--- src/gnms_pkg.sv ---
// ----------------------------------------------------------------------------
// Gradient non-maximum suppression: shared definitions
// Sizes, codes, pipeline structs and the direction quantizer used by the
// suppression core and its submodules.
// ----------------------------------------------------------------------------
package gnms_pkg;

  // Frame and payload sizes.
  localparam int MAX_WIDTH   = 1024;
  localparam int MAX_HEIGHT  = 1024;
  localparam int MAG_BITS    = 16;
  localparam int GRAD_BITS   = 16;
  localparam int CFG_BITS    = 11;
  localparam int COORD_BITS  = 10;
  localparam int SECTOR_BITS = 2;
  localparam int DIM_MIN     = 3;

  localparam int COL_BITS = $clog2(MAX_WIDTH);
  localparam int ROW_BITS = $clog2(MAX_HEIGHT);
  localparam int POS_BITS = (COL_BITS > ROW_BITS) ? COL_BITS : ROW_BITS;
  localparam int CMP_BITS = (POS_BITS + 1 > CFG_BITS) ? POS_BITS + 1 : CFG_BITS;

  // Result queue between the window stage and the output channel.
  localparam int QUEUE_DEPTH = 3;
  localparam int QPTR_BITS   = $clog2(QUEUE_DEPTH);
  localparam int QCNT_BITS   = $clog2(QUEUE_DEPTH + 1);

  // Configuration register indexes.
  localparam int CFG_IDX_BITS = 2;
  localparam logic [CFG_IDX_BITS-1:0] CFG_FRAME_WIDTH  = CFG_IDX_BITS'(0);
  localparam logic [CFG_IDX_BITS-1:0] CFG_FRAME_HEIGHT = CFG_IDX_BITS'(1);

  // Input beat command.
  typedef enum logic {
    CMD_DATA  = 1'b0,
    CMD_FLUSH = 1'b1
  } command_t;

  // Quantized gradient direction.
  typedef enum logic [SECTOR_BITS-1:0] {
    SEC_0DEG   = 2'd0,
    SEC_45DEG  = 2'd1,
    SEC_90DEG  = 2'd2,
    SEC_135DEG = 2'd3
  } sector_t;

  typedef logic [COL_BITS-1:0] col_t;

  // Beat moving from the position sequencer into the window stage.
  typedef struct packed {
    logic                  data;      // pixel written to the line buffers
    logic                  emit;      // beat produces a result
    logic                  use_line;  // center sector comes from the sector line
    logic                  border;    // center pixel lies on the frame border
    logic                  last;      // last result of the frame
    col_t                  col;       // column of the incoming pixel
    logic [MAG_BITS-1:0]   mag;
    sector_t               sector;
    logic [COORD_BITS-1:0] row_q;
    logic [COORD_BITS-1:0] col_q;
  } stage_t;

  // Line buffer read request issued with an accepted beat.
  typedef struct packed {
    logic mag_en;
    logic sec_en;
    col_t mag_addr;
    col_t sec_addr;
  } line_rd_t;

  // Line buffer write-back from the window stage.
  typedef struct packed {
    logic                  en;
    col_t                  addr;
    logic [2*MAG_BITS-1:0] mag;
    sector_t               sector;
  } line_wr_t;

  // One result beat.
  typedef struct packed {
    logic [MAG_BITS-1:0]   kept_magnitude;
    sector_t               sector;
    logic [COORD_BITS-1:0] out_row;
    logic [COORD_BITS-1:0] out_col;
    logic                  frame_end;
  } result_t;

  // Clamp a frame dimension to DIM_MIN..hi.
  function automatic logic [CFG_BITS-1:0] clamp_dim(input logic [CFG_BITS-1:0] v,
                                                    input int unsigned hi);
    logic [CFG_BITS-1:0] r;
    r = v;
    if (v < CFG_BITS'(DIM_MIN)) begin
      r = CFG_BITS'(DIM_MIN);
    end else if (32'(v) > hi) begin
      r = CFG_BITS'(hi);
    end
    return r;
  endfunction

  localparam logic [CFG_BITS-1:0] RESET_WIDTH  = clamp_dim(CFG_BITS'(640), MAX_WIDTH);
  localparam logic [CFG_BITS-1:0] RESET_HEIGHT = clamp_dim(CFG_BITS'(480), MAX_HEIGHT);

  // Direction sector of a gradient: the octant of its angle folded mod 4.
  // Only exact comparisons are used; a zero gradient falls into sector 0.
  function automatic sector_t sector_of(input logic signed [GRAD_BITS-1:0] gx,
                                        input logic signed [GRAD_BITS-1:0] gy);
    logic signed [GRAD_BITS:0] x;
    logic signed [GRAD_BITS:0] y;
    logic signed [GRAD_BITS:0] nx;
    logic signed [GRAD_BITS:0] ny;
    sector_t s;
    x  = (GRAD_BITS + 1)'(gx);
    y  = (GRAD_BITS + 1)'(gy);
    nx = -x;
    ny = -y;
    if (x == 0 && y == 0) begin
      s = SEC_0DEG;
    end else if (y >= 0) begin
      if (x > 0) begin
        s = (y < x) ? SEC_0DEG : SEC_45DEG;
      end else if (y == 0) begin
        s = SEC_0DEG;
      end else begin
        s = (y > nx) ? SEC_90DEG : SEC_135DEG;
      end
    end else if (x < 0) begin
      s = (ny < nx) ? SEC_0DEG : SEC_45DEG;
    end else begin
      s = (ny > x) ? SEC_90DEG : SEC_135DEG;
    end
    return s;
  endfunction

endpackage

--- src/gnms_window.sv ---
// ----------------------------------------------------------------------------
// Gradient non-maximum suppression: 3x3 window stage
// Forms the window from the line buffer read data and the incoming pixel,
// writes the pixel column back to the line buffers and decides whether the
// center pixel is a local maximum along its direction.
// ----------------------------------------------------------------------------
module gnms_window import gnms_pkg::*; (
  input  logic                   clk,
  input  logic                   rst,
  input  stage_t                 stage,
  input  logic [2*MAG_BITS-1:0]  mag_rdata,
  input  logic [SECTOR_BITS-1:0] sec_rdata,
  output line_wr_t               line_wr,
  output logic                   res_push,
  output result_t                res_data
);

  // Left and middle window columns; the right column comes straight in.
  logic [MAG_BITS-1:0] l_top;
  logic [MAG_BITS-1:0] l_mid;
  logic [MAG_BITS-1:0] l_bot;
  logic [MAG_BITS-1:0] m_top;
  logic [MAG_BITS-1:0] m_mid;
  logic [MAG_BITS-1:0] m_bot;
  sector_t             s_mid;

  logic [MAG_BITS-1:0] r_top;
  logic [MAG_BITS-1:0] r_mid;
  logic [MAG_BITS-1:0] r_bot;
  logic [MAG_BITS-1:0] n_a;
  logic [MAG_BITS-1:0] n_b;
  logic [MAG_BITS-1:0] kept;
  sector_t             sec_c;

  always_comb begin
    r_top = mag_rdata[2*MAG_BITS-1:MAG_BITS];
    r_mid = mag_rdata[MAG_BITS-1:0];
    r_bot = stage.mag;

    // On the final flush row the center sector is read back from the line.
    sec_c = stage.use_line ? sector_t'(sec_rdata) : s_mid;

    // Pick the two neighbors along the center's direction.
    unique case (sec_c)
      SEC_0DEG: begin
        n_a = l_mid;
        n_b = r_mid;
      end
      SEC_45DEG: begin
        n_a = r_bot;
        n_b = l_top;
      end
      SEC_90DEG: begin
        n_a = m_top;
        n_b = m_bot;
      end
      SEC_135DEG: begin
        n_a = l_bot;
        n_b = r_top;
      end
    endcase

    kept = (!stage.border && m_mid > n_a && m_mid > n_b) ? m_mid : '0;

    res_push                = stage.emit;
    res_data.kept_magnitude = kept;
    res_data.sector         = sec_c;
    res_data.out_row        = stage.row_q;
    res_data.out_col        = stage.col_q;
    res_data.frame_end      = stage.last;

    // The older line moves up; the new pixel becomes the newer line.
    line_wr.en     = stage.data;
    line_wr.addr   = stage.col;
    line_wr.mag    = {r_mid, stage.mag};
    line_wr.sector = stage.sector;
  end

  // Shift the window one column on every data pixel.
  always_ff @(posedge clk) begin
    if (rst) begin
      l_top <= '0;
      l_mid <= '0;
      l_bot <= '0;
      m_top <= '0;
      m_mid <= '0;
      m_bot <= '0;
      s_mid <= SEC_0DEG;
    end else if (stage.data) begin
      l_top <= m_top;
      l_mid <= m_mid;
      l_bot <= m_bot;
      m_top <= r_top;
      m_mid <= r_mid;
      m_bot <= r_bot;
      s_mid <= sector_t'(sec_rdata);
    end
  end

endmodule

--- config.mk ---
export PLATFORM = sky130hd
export DESIGN_NAME = gnms_window
export DESIGN_NICKNAME = d
export VERILOG_FILES = /design/src/gnms_pkg.sv /design/src/gnms_window.sv
export SDC_FILE = /design/constraint.sdc
export NUM_CORES = 1
export LEC_CHECK = 0
export BUFFER_PORTS_ARGS = -buffer_cell sky130_fd_sc_hd__buf_2
export CAP_MARGIN = 25
export CORE_ASPECT_RATIO = 1.2
export CORE_MARGIN = 2
export CORE_UTILIZATION = 45
export DETAILED_ROUTE_END_ITERATION = 16
export PLACE_DENSITY = 0.74
export SYNTH_ARGS = -nofsm -noshare
export SYNTH_HDL_FRONTEND = slang
export SYNTH_SLANG_ARGS = --single-unit
--- constraint.sdc ---
create_clock -name clk -period 2.5 [get_ports clk]
set_input_delay 0 -clock clk [delete_from_list [all_inputs] [get_ports clk]]
set_output_delay 0 -clock clk [all_outputs]
set_load 0.02 [all_outputs]
Word level (Yosys, flattened, before mapping)
Cells that the tools add are included.

$lt $le $gt $ge: 2. Equality and inequality tests: 3. Muxes and demuxes: 4. Reductions and logical operators: 4.

Operators by type and width (number): $pmux 16 s4 (2); $gt 16x16->1 (2); $mux 16 (1); $eq 2x2->1 const B (2); $eq 2x1->1 const B (1); $logic_and 1x1->1 (2); $logic_not 2->1 (1); $mux 2 (1); $logic_not 1->1 (1).

Flip-flop bits (word level): 98. Word-level logic and storage cells: 20.

Depth between registers and ports, before layout
Gate-level depths: netlist of the first run.

Word-level depth: 7. Mapped depth: 14. Depth with buffers taken out: 11.

Worst setup path after synthesis of the first run
Ideal clock, no wire load.

Kind: register to output. Start: register s_mid[0]. End: output port res_data[23] (netlist bit). Arrival: 2745 ps. Setup slack: -245 ps. Stages on the path, launching flop included: 14. Buffers on the path: 2. Cell sequence: dfxtp_1 mux2i_1 inv_2 clkbuf_1 buf_2 nand2_1 nand3_1 o21ai_1 ha_1 nand4_2 or3_1 a21oi_2 nor4b_4 nor3_1.

RTL lines: from (decl) (RTL line gnms_window.sv:25) `sector_t s_mid;`; from (signal assigned) (RTL line gnms_window.sv:96) `s_mid <= sector_t'(sec_rdata);`; to (decl) (RTL line gnms_window.sv:15) `output result_t res_data`.

==> impl_metrics.py, run 1 <==
metrics = {
    "clock_tree": {
        "cts_tree": "built",
        "cts_root_buf": "clkbuf_16",
        "clk_latency_ps": 340,
        "cts.sink_count": 98,
        "cts_max_path_buffers": 2,
        "cts_buffers": 9,
        "htreeDepth": 3,
        "path_clk_slew_ps": 60,
    },
    "global_routing": {
        "grt_pass1_wl_um": 23700,
        "antenna_found_initial": 0,
        "gr-usage-all-layers_pct": 21.1,
        "grt_max_degree": 63,
        "grt_pass1_vias": 4953,
        "grt.overflow.total": 0,
    },
    "final_layout": {
        "num-nets-final": 962,
        "antenna_cells": 0,
        "syn_to_final_growth_pct": 24.6,
        "drive_above_1_share_pct": 22.0,
        "layoutNonFillerInstCount": 1010,
        "final_common_cell": "nand2_1",
        "final_cell_mix": "nand2_1 (175), buf_2 (104), nor2_1 (99)",
        "fillers": 1150,
    },
    "yosys": {
        "synth_cell_types": 35,
        "yosysSeqAreaShare_pct": 33.2,
        "synth_area_per_cell_um2": 7.96,
        "netlist_area_mm2": 0.00591,
        "syn_nets": 864,
        "ys_ff_latch": 98,
        "ys.warnings.count": 0,
        "synthCells": 743,
    },
    "floorplan": {
        "die_h_um": 130,
        "die_x_um": 109,
        "die-area_mm2": 0.0141,
        "core_area_mm2": 0.0127,
        "rows": 45,
        "start_util_pct": 46.5,
        "io_pins": 174,
    },
    "sta": {
        "min_period_ps": 3170,
        "layout_setup_ws_ps": -666,
        "max_freq_mhz": 316,
        "final.setup.tns_ps": -9470,
        "slew_headroom_pct": 54.8,
        "tightest_slew_ps": 678,
        "hold_viol": 0,
        "setup-violations-final": 16,
        "period_share_pct": 127,
        "rsz0062_at_grt": "true",
        "drv_slew": 0,
        "skew_ps": 5.27,
    },
    "critical_path": {
        "crit_chain": "mux2i_4, inv_2, buf_4, buf_4, nand2_1, nand2_1, o21ai_1, ha_1, nand4_4, nor4_1, nor3_2, buf_6, nand2_1, nor3_2, buf_4",
        "start_kind": "register",
        "slowest_delay_ps": 330,
        "crit_start": "s_mid[0]",
        "crit_type": "reg -> out",
        "critPathMaxFanout": 7,
        "crit_slowest_cell": "dfxtp_1",
        "cp.arrival_ps": 3170,
        "cp-end-kind": "output port",
        "critPathRequiredTime_ps": 2500,
        "rr_startpoint": "m_top[12]",
    },
    "detailed_routing": {
        "num_vias": 5189,
        "vias_per_cell": 5.14,
        "drc": 0,
        "firstDrtPassIters": 7,
        "ant_nets": 0,
        "drt_iter0_markers": 256,
        "drt_wl_total_um": 14400,
        "routedWlPerCell_um": 14.2,
    },
    "power": {
        "powerDensity_mw_per_mm2": 579,
        "p_leak_uw": 0.00363,
        "vdd_drop_max_mv": 0.308,
    },
    "worst_hold_path": {
        "hp-class": "in -> out",
        "hold_path.startpoint": "stage[1]",
    },
    "run_status": {
        "status": "finished, violations left",
        "violations": "negative setup slack",
    },
    "placement": {
        "globalplace.congestion": 0.824,
        "hpwl_um": 10100,
        "pre_cts_slack_ps": -230,
        "dp_cells": 934,
        "io_buffer_count": 105,
    },
    "run": {
        "max_cap_viol_count": 0,
    },
}
## cell type report
class	instances	area, um^2	area share (%)
clock buffers	12	267	3.62
clock inverters	4	72.6	0.985
inverters	3	11.3	0.153
multi-input cells	530	3360	45.5
flip-flops and latches	98	1960	26.6
well taps	164	205	2.78
repair buffers	199	1500	20.3
## sequential cells by signal (all words and copies together), names as in the netlist
signal and count:
l_mid 16, l_top 16, m_mid 16, l_bot 16
m_top 16, m_bot 16, s_mid 2
## synth_stat cells
cell type  count  area share (%)
nor3_1         6            0.51
nor2b_1        2            0.21
nor2_1        99             6.3
nor3_2        11             1.9
o21ai_0        1           0.085
nand3_1       34             2.9
o21a_1         1            0.13
nand2_1      175              11
or3_1          1            0.11
inv_1          2            0.13
inv_2          1           0.063
a21boi_0       1            0.13
and3_1         2            0.21
nor4b_4        1            0.40
nor4_1         2            0.21
o211ai_1       1            0.13
buf_1          4            0.25
buf_4         68             8.6
dfxtp_1       98              33
buf_12         1            0.34
nand4_1        6            0.63
a31oi_1        2            0.21
ha_1          32             6.8
a211oi_1       1            0.13
nor4_4         1            0.36
clkbuf_1      24             1.5
nand4_2        2            0.42
o211ai_2       1            0.21
o21ai_1       30             2.5
a21oi_2        1            0.15
mux2i_1      100              17
buf_2         15             1.3
a21o_1         5            0.63
a21oi_1       11            0.93
a2111oi_4      1            0.47
## stage by stage
stage / hold slack (ps) / power, uW / cell area [um^2] / util, %
floorplan: 113 / 2490 / 6080 / -
detailed placement: 0.137 / 2670 / 6410 / 50.4
finish: 0.00775 / 4270 / 7370 / 57.9
CTS: 0.137 / 4280 / 7320 / 57.5
global placement: 0.137 / 2650 / 6410 / 50.4
global route: 0.0503 / 4480 / 7370 / 57.9
## report_power, final
group | total, uW | internal [uW] | switching [uW]
sequential | 1700 | 1640 | 64.0
combinational | 1030 | 462 | 570
clock | 1530 | 957 | 576
total | 4270 | 3060 | 1210
## layer usage
| layer | vias to the layer above | global-route usage, % | routed length [um] |
|---|---|---|---|
| met1 | 2413 | 26.4 | 6380 |
| li1 | 2613 | - | - |
| met5 | - | 0 | 0 |
| met2 | 129 | 36.2 | 7060 |
| met4 | 0 | 8.45 | 322 |
| met3 | 34 | 3.27 | 629 |
## worst paths after layout
check	to	slack, ps	cells after the start
hold reg to reg	l_bot[13]	490	2
setup reg to reg	m_top[12]	1310	3
hold / removal	res_data[2]	0.008	0
setup / recovery	res_data[38]	-670	15
## worst max-delay path: cells and delay by family, from the launching register on
kind            cells  cell delay (ps)
compound gates      1              130
fa+ha+maj           1              280
buf+inv             5              840
flops               1              330
mux                 1              250
simple gates        7              990
## what timing repair did
| item | in CTS | in global routing |
|---|---|---|
| gates cloned | 0 | 1 |
| gates resized for setup | 2 | 7 |
| endpoints found under the hold margin | 53 | 0 |
| pin swaps | 0 | 1 |
| hold buffers | 56 | 0 |
| buffers inserted | 0 | 3 |
| setup endpoints to repair | 16 | 16 |
## cell families after synthesis
group,share of synthesized area [%]
buffers and inverters,12.2
and+or+nand+nor,25.2
AOI/OAI and AO/OA,5.73
adders and majority gates,6.77
muxes,16.9
DFF,33.2
Note: power is estimated with default switching activity, not from simulation.
==> run 2: changes to the inputs <==
CORE_ASPECT_RATIO = 1.25   (was 1.2)
PLACE_DENSITY = 0.77   (was 0.74)
==> run 2 against run 1 <==
The run still ends with negative setup slack left. Critical path type unchanged. Critical path depth unchanged. Sequential share of layout area down 0.93 points. Cell area up 3.7%. Via count grew 3.2%. Sequential power about the same. Wire length up 7.4%.
==> impl_metrics.py, run 2 (synthesis gave the netlist of run 1 again) <==
metrics = {
    "run_status": {
        "status": "finished, violations left",
        "violations": "negative setup slack",
    },
    "critical_path": {
        "r2r-end": "l_mid[7]",
        "rr_worst_depth": 3,
        "ff2ff_setup_slack_ps": 1680,
        "crit_slowest_cell": "or3_4",
        "slowest_delay_ps": 380,
        "critPathMaxFanout": 6,
        "crit_chain": "mux2i_4, buf_6, buf_12, buf_6, nand2_2, nand3_2, o21ai_2, ha_1, nand4_2, or3_4, a21oi_4, nor4b_4, buf_4, nor3_2, buf_4",
        "critPathRequiredTime_ps": 2500,
        "start_kind": "register",
        "cp.arrival_ps": 3110,
        "crit_type": "reg -> out",
        "cp-end-kind": "output port",
        "rr_startpoint": "m_mid[7]",
    },
    "detailed_routing": {
        "firstDrtPassIters": 6,
        "drt_iter0_markers": 366,
        "vias_per_cell": 5.30,
        "drc": 0,
        "ant_nets": 0,
        "num_vias": 5354,
        "drt_wl_total_um": 15500,
        "routedWlPerCell_um": 15.3,
    },
    "global_routing": {
        "antenna_found_initial": 0,
        "grt_pass1_wl_um": 24000,
        "grt_pass1_vias": 5061,
        "gr-usage-all-layers_pct": 21.0,
        "grt_max_degree": 99,
        "grt.overflow.total": 0,
    },
    "run": {
        "max_cap_viol_count": 0,
    },
    "sta": {
        "final.setup.tns_ps": -9010,
        "hold_viol": 0,
        "layout_setup_ws_ps": -607,
        "min_period_ps": 3110,
        "tightest_slew_ps": 679,
        "setup-violations-final": 16,
        "drv_slew": 0,
        "rsz0062_at_grt": "true",
        "max_freq_mhz": 322,
        "skew_ps": 8.12,
        "slew_headroom_pct": 54.7,
        "period_share_pct": 124,
        "holdWs_ps": 0.00776,
    },
    "final_layout": {
        "num-nets-final": 960,
        "drive_above_1_share_pct": 26.3,
        "syn_to_final_growth_pct": 29.2,
        "final_common_cell": "nand2_1",
        "final_area_mm2": 0.00764,
        "final_cell_mix": "nand2_1 (160), nor2_1 (99), mux2i_1 (98)",
        "antenna_cells": 0,
    },
    "power": {
        "p_leak_uw": 0.00373,
        "p_total_uw": 4190,
        "powerDensity_mw_per_mm2": 548,
        "vdd_drop_max_mv": 0.281,
    },
    "clock_tree": {
        "htreeDepth": 3,
        "cts_buffers": 9,
        "path_clk_slew_ps": 60,
        "cts_max_path_buffers": 2,
        "cts_tree": "built",
        "cts.sink_count": 98,
        "cts_root_buf": "clkbuf_16",
        "clk_latency_ps": 350,
    },
    "floorplan": {
        "rows": 46,
        "io_pins": 174,
        "die-area_mm2": 0.0141,
        "start_util_pct": 46.3,
        "die_h_um": 132,
        "core_area_mm2": 0.0128,
        "die_x_um": 107,
    },
    "placement": {
        "dpl_cell_area_mm2": 0.00642,
        "hpwl_um": 10100,
        "globalplace.congestion": 0.844,
        "io_buffer_count": 105,
    },
    "worst_hold_path": {
        "whs_endpoint": "res_data[3]",
        "hp-class": "in -> out",
        "hold_path.startpoint": "stage[2]",
        "holdPathStages": 0,
    },
}
-- run 2: how the worst max path moves through the flow --
| stage | startpoint | to | slack [ps] |
|---|---|---|---|
| 2_1_floorplan | s_mid[0] | res_data[28] | -50 |
| 3_3_place_gp | s_mid[0] | res_data[31] | -400 |
| 3_5_place_dp | s_mid[0] | res_data[37] | -510 |
| 4_1_cts | s_mid[0] | res_data[27] | -570 |
| 5_1_grt | s_mid[0] | res_data[23] | -700 |
| 6_report | s_mid[0] | res_data[23] | -610 |
-- run 2: where the power goes --
| part | internal (uW) | switching (uW) | total, uW |
|---|---|---|---|
| clock | 779 | 586 | 1370 |
| combinational | 509 | 610 | 1120 |
| sequential | 1640 | 68.4 | 1710 |
-- run 2: critical path: cells and delay by family, from the launching register on --
kind,cells,cell delay [ps]
AO/OA/AOI/OAI,2,200
AND/OR/NAND/NOR,6,950
adder cells (fa/ha/maj),1,290
flip-flops,1,330
buffers and inverters,5,770
multiplexers,1,210
-- run 2: timing repair --
| item | CTS | global route |
|---|---|---|
| gates cloned | 0 | 4 |
| hold buffers | 50 | 0 |
| pin swaps | 2 | 6 |
| setup endpoints to repair | 16 | 16 |
| endpoints found under the hold margin | 50 | 0 |
| buffers inserted | 0 | 6 |
| resized for setup | 35 | 41 |
-- run 2: final cells by class --
type	instances	area, um^2
fill	1069	5130
multi-input combinational	530	3500
sequential	98	1960
timing repair buffer	197	1670
clock buffer	14	284
tap	168	210
inverter	3	11.3
clock inverter	1	7.51
-- run 2: metrics by stage --
| step | std cells | util, % | worst slack, ps |
|---|---|---|---|
| floorplan | 743 | - | -47.2 |
| global placement | 936 | 50.3 | -399 |
| detailed placement | 936 | 50.3 | -511 |
| CTS | 1001 | 57.3 | -574 |
| global route | 1011 | 59.8 | -701 |
| finish | 1011 | 59.8 | -607 |
-- run 2: metal layers --
layer | vias to the layer above | routed length (um) | GRT usage [%]
met2 | 184 | 7870 | 36.1
met1 | 2501 | 6210 | 25.5
li1 | 2617 | - | -
met4 | 0 | 527 | 9.88
met3 | 52 | 855 | 2.97
met5 | - | 0 | 0
==> run 3: changes to the inputs <==
CELL_PAD_IN_SITES_DETAIL_PLACEMENT = 0   (was unset)
CELL_PAD_IN_SITES_GLOBAL_PLACEMENT = 1   (was unset)
CORE_UTILIZATION = 34   (was 45)
PLACE_DENSITY = 0.8   (was 0.77)
==> run 3 against run 2 <==
The run still ends with negative setup slack left. Die area is 31% higher. Sequential share of layout area is 0.30 points higher. Non-clock buffer count is 6 lower. Setup slack better by 61 ps. Global-route usage is 3.7 points lower. Clock skew is 2.0 ps lower.
==> impl_metrics.py, run 3 (synthesis gave the netlist of run 1 again) <==
metrics = {
    "clock_tree": {
        "path_clk_slew_ps": 70,
        "clk_latency_ps": 340,
        "cts_tree": "built",
        "cts_root_buf": "clkbuf_16",
        "cts_buffers": 9,
        "htreeDepth": 3,
        "cts_max_path_buffers": 2,
        "cts.sink_count": 98,
    },
    "final_layout": {
        "drive_above_1_share_pct": 22.9,
        "antenna_cells": 0,
        "layoutNonFillerInstCount": 1058,
        "fillers": 1693,
        "num-nets-final": 954,
        "final_common_cell": "nand2_1",
        "final_cell_mix": "nand2_1 (172), nor2_1 (99), mux2i_1 (98)",
        "syn_to_final_growth_pct": 27.7,
    },
    "sta": {
        "layout_setup_ws_ps": -546,
        "setup-violations-final": 16,
        "max_freq_mhz": 328,
        "skew_ps": 6.12,
        "rsz0062_at_grt": "true",
        "drv_slew": 0,
        "min_period_ps": 3050,
        "tightest_slew_ps": 589,
        "hold_viol": 0,
        "slew_headroom_pct": 60.4,
        "period_share_pct": 122,
        "holdWs_ps": 0.00726,
    },
    "critical_path": {
        "crit_type": "reg -> out",
        "start_kind": "register",
        "cp.arrival_ps": 3050,
        "critPathMaxFanout": 16,
        "cp-end-kind": "output port",
        "critPathRequiredTime_ps": 2500,
    },
    "global_routing": {
        "grt_pass1_vias": 4836,
        "gr-usage-all-layers_pct": 17.3,
        "grt.overflow.total": 0,
        "grt_max_degree": 99,
        "antenna_found_initial": 0,
        "grt_pass1_wl_um": 25200,
    },
    "floorplan": {
        "start_util_pct": 35.0,
        "die-area_mm2": 0.0185,
        "die_x_um": 122,
        "rows": 53,
        "io_pins": 174,
        "core_area_mm2": 0.0169,
        "die_h_um": 151,
    },
    "detailed_routing": {
        "vias_per_cell": 4.77,
        "drt_iter0_markers": 264,
        "firstDrtPassIters": 5,
        "ant_nets": 0,
        "routedWlPerCell_um": 14.9,
        "num_vias": 5050,
        "drt_wl_total_um": 15800,
        "drc": 0,
    },
    "worst_hold_path": {
        "hp-class": "in -> out",
    },
    "power": {
        "powerDensity_mw_per_mm2": 571,
        "p_leak_uw": 0.00364,
        "vdd_drop_max_mv": 0.345,
        "p_total_uw": 4310,
    },
    "run": {
        "max_cap_viol_count": 0,
    },
    "placement": {
        "globalplace.congestion": 0.821,
        "dp_cells": 990,
        "io_buffer_count": 105,
        "pre_cts_slack_ps": -446,
        "hpwl_um": 11100,
    },
    "run_status": {
        "violations": "negative setup slack",
        "status": "finished, violations left",
    },
}
run 3: cell types whose count changed in the layout (fill, tap and decap cells not counted), sizes merged:
cell,before,now
buf,143,140
bufinv,0,2
clkbuf,18,13
clkinv,0,2
clkinvlp,1,0
run 3: what timing repair did:
action / in CTS / in global routing
endpoints found under the hold margin: 50 / 0
buffers inserted: 0 / 1
cloned: 0 / 1
pin swaps: 0 / 2
hold buffers: 50 / 0
resized for setup: 11 / 32
setup endpoints to repair: 16 / 16
run 3: metal layers:
metal | track usage [%] | share of wire (%) | vias up
met5 | 0 | 0 | -
met4 | 7.13 | 2.7 | 0
met3 | 2.10 | 4.4 | 30
met2 | 27.5 | 46 | 110
met1 | 23.7 | 47 | 2307
li1 | - | - | 2603
run 3: final cells by class:
class                   instances  area, um^2  share of cell area [%]
inverters                       3        13.8                   0.182
flip-flops and latches         98        1960                    26.0
well taps                     220         275                    3.64
clock inverters                 4        73.8                   0.977
clock buffers                  12         256                    3.40
multi-input cells             530        3400                    45.0
repair buffers                191        1570                    20.8
run 3: worst max-delay path: stages, from the launching register on:
cell and delay [ps]:
dfxtp_2 330, mux2i_4 210, buf_12 170, buf_12 130, nand2_1 50, nand3_1 70
o21ai_1 80, ha_1 350, nand4_4 150, buf_4 180, a2111oi_4 370, nor4_4 70
buf_12 190, nor3_4 190, buf_6 140
run 3: worst paths after layout:
kind         startpoint      endpoint  slack, ps  depth (start not counted)
min reg2reg    l_bot[7]      l_bot[7]        490                          2
max            s_mid[0]  res_data[37]       -550                         14
min           stage[39]   line_wr[35]      0.007                          0
max reg2reg    m_mid[7]      l_mid[7]       1710                          3
run 3: metrics by stage:
step | setup TNS [ps] | cell area (um^2) | utilization (%)
6_report | -8410 | 7550 | 44.7
5_1_grt | -11000 | 7550 | 44.7
4_1_cts | -8810 | 7400 | 43.8
3_5_place_dp | -5890 | 6530 | 38.6
3_3_place_gp | -5660 | 6530 | 38.6
2_1_floorplan | -472 | 6080 | -
run 3: report_power, final:
| group | total [uW] | internal, uW | switching (uW) | leakage [uW] |
|---|---|---|---|---|
| Combinational | 1070 | 479 | 589 | 0.00267 |
| Clock | 1540 | 933 | 609 | 0.000163 |
| Sequential | 1700 | 1640 | 66.8 | 0.000803 |
| Total | 4310 | 3050 | 1270 | 0.00364 |
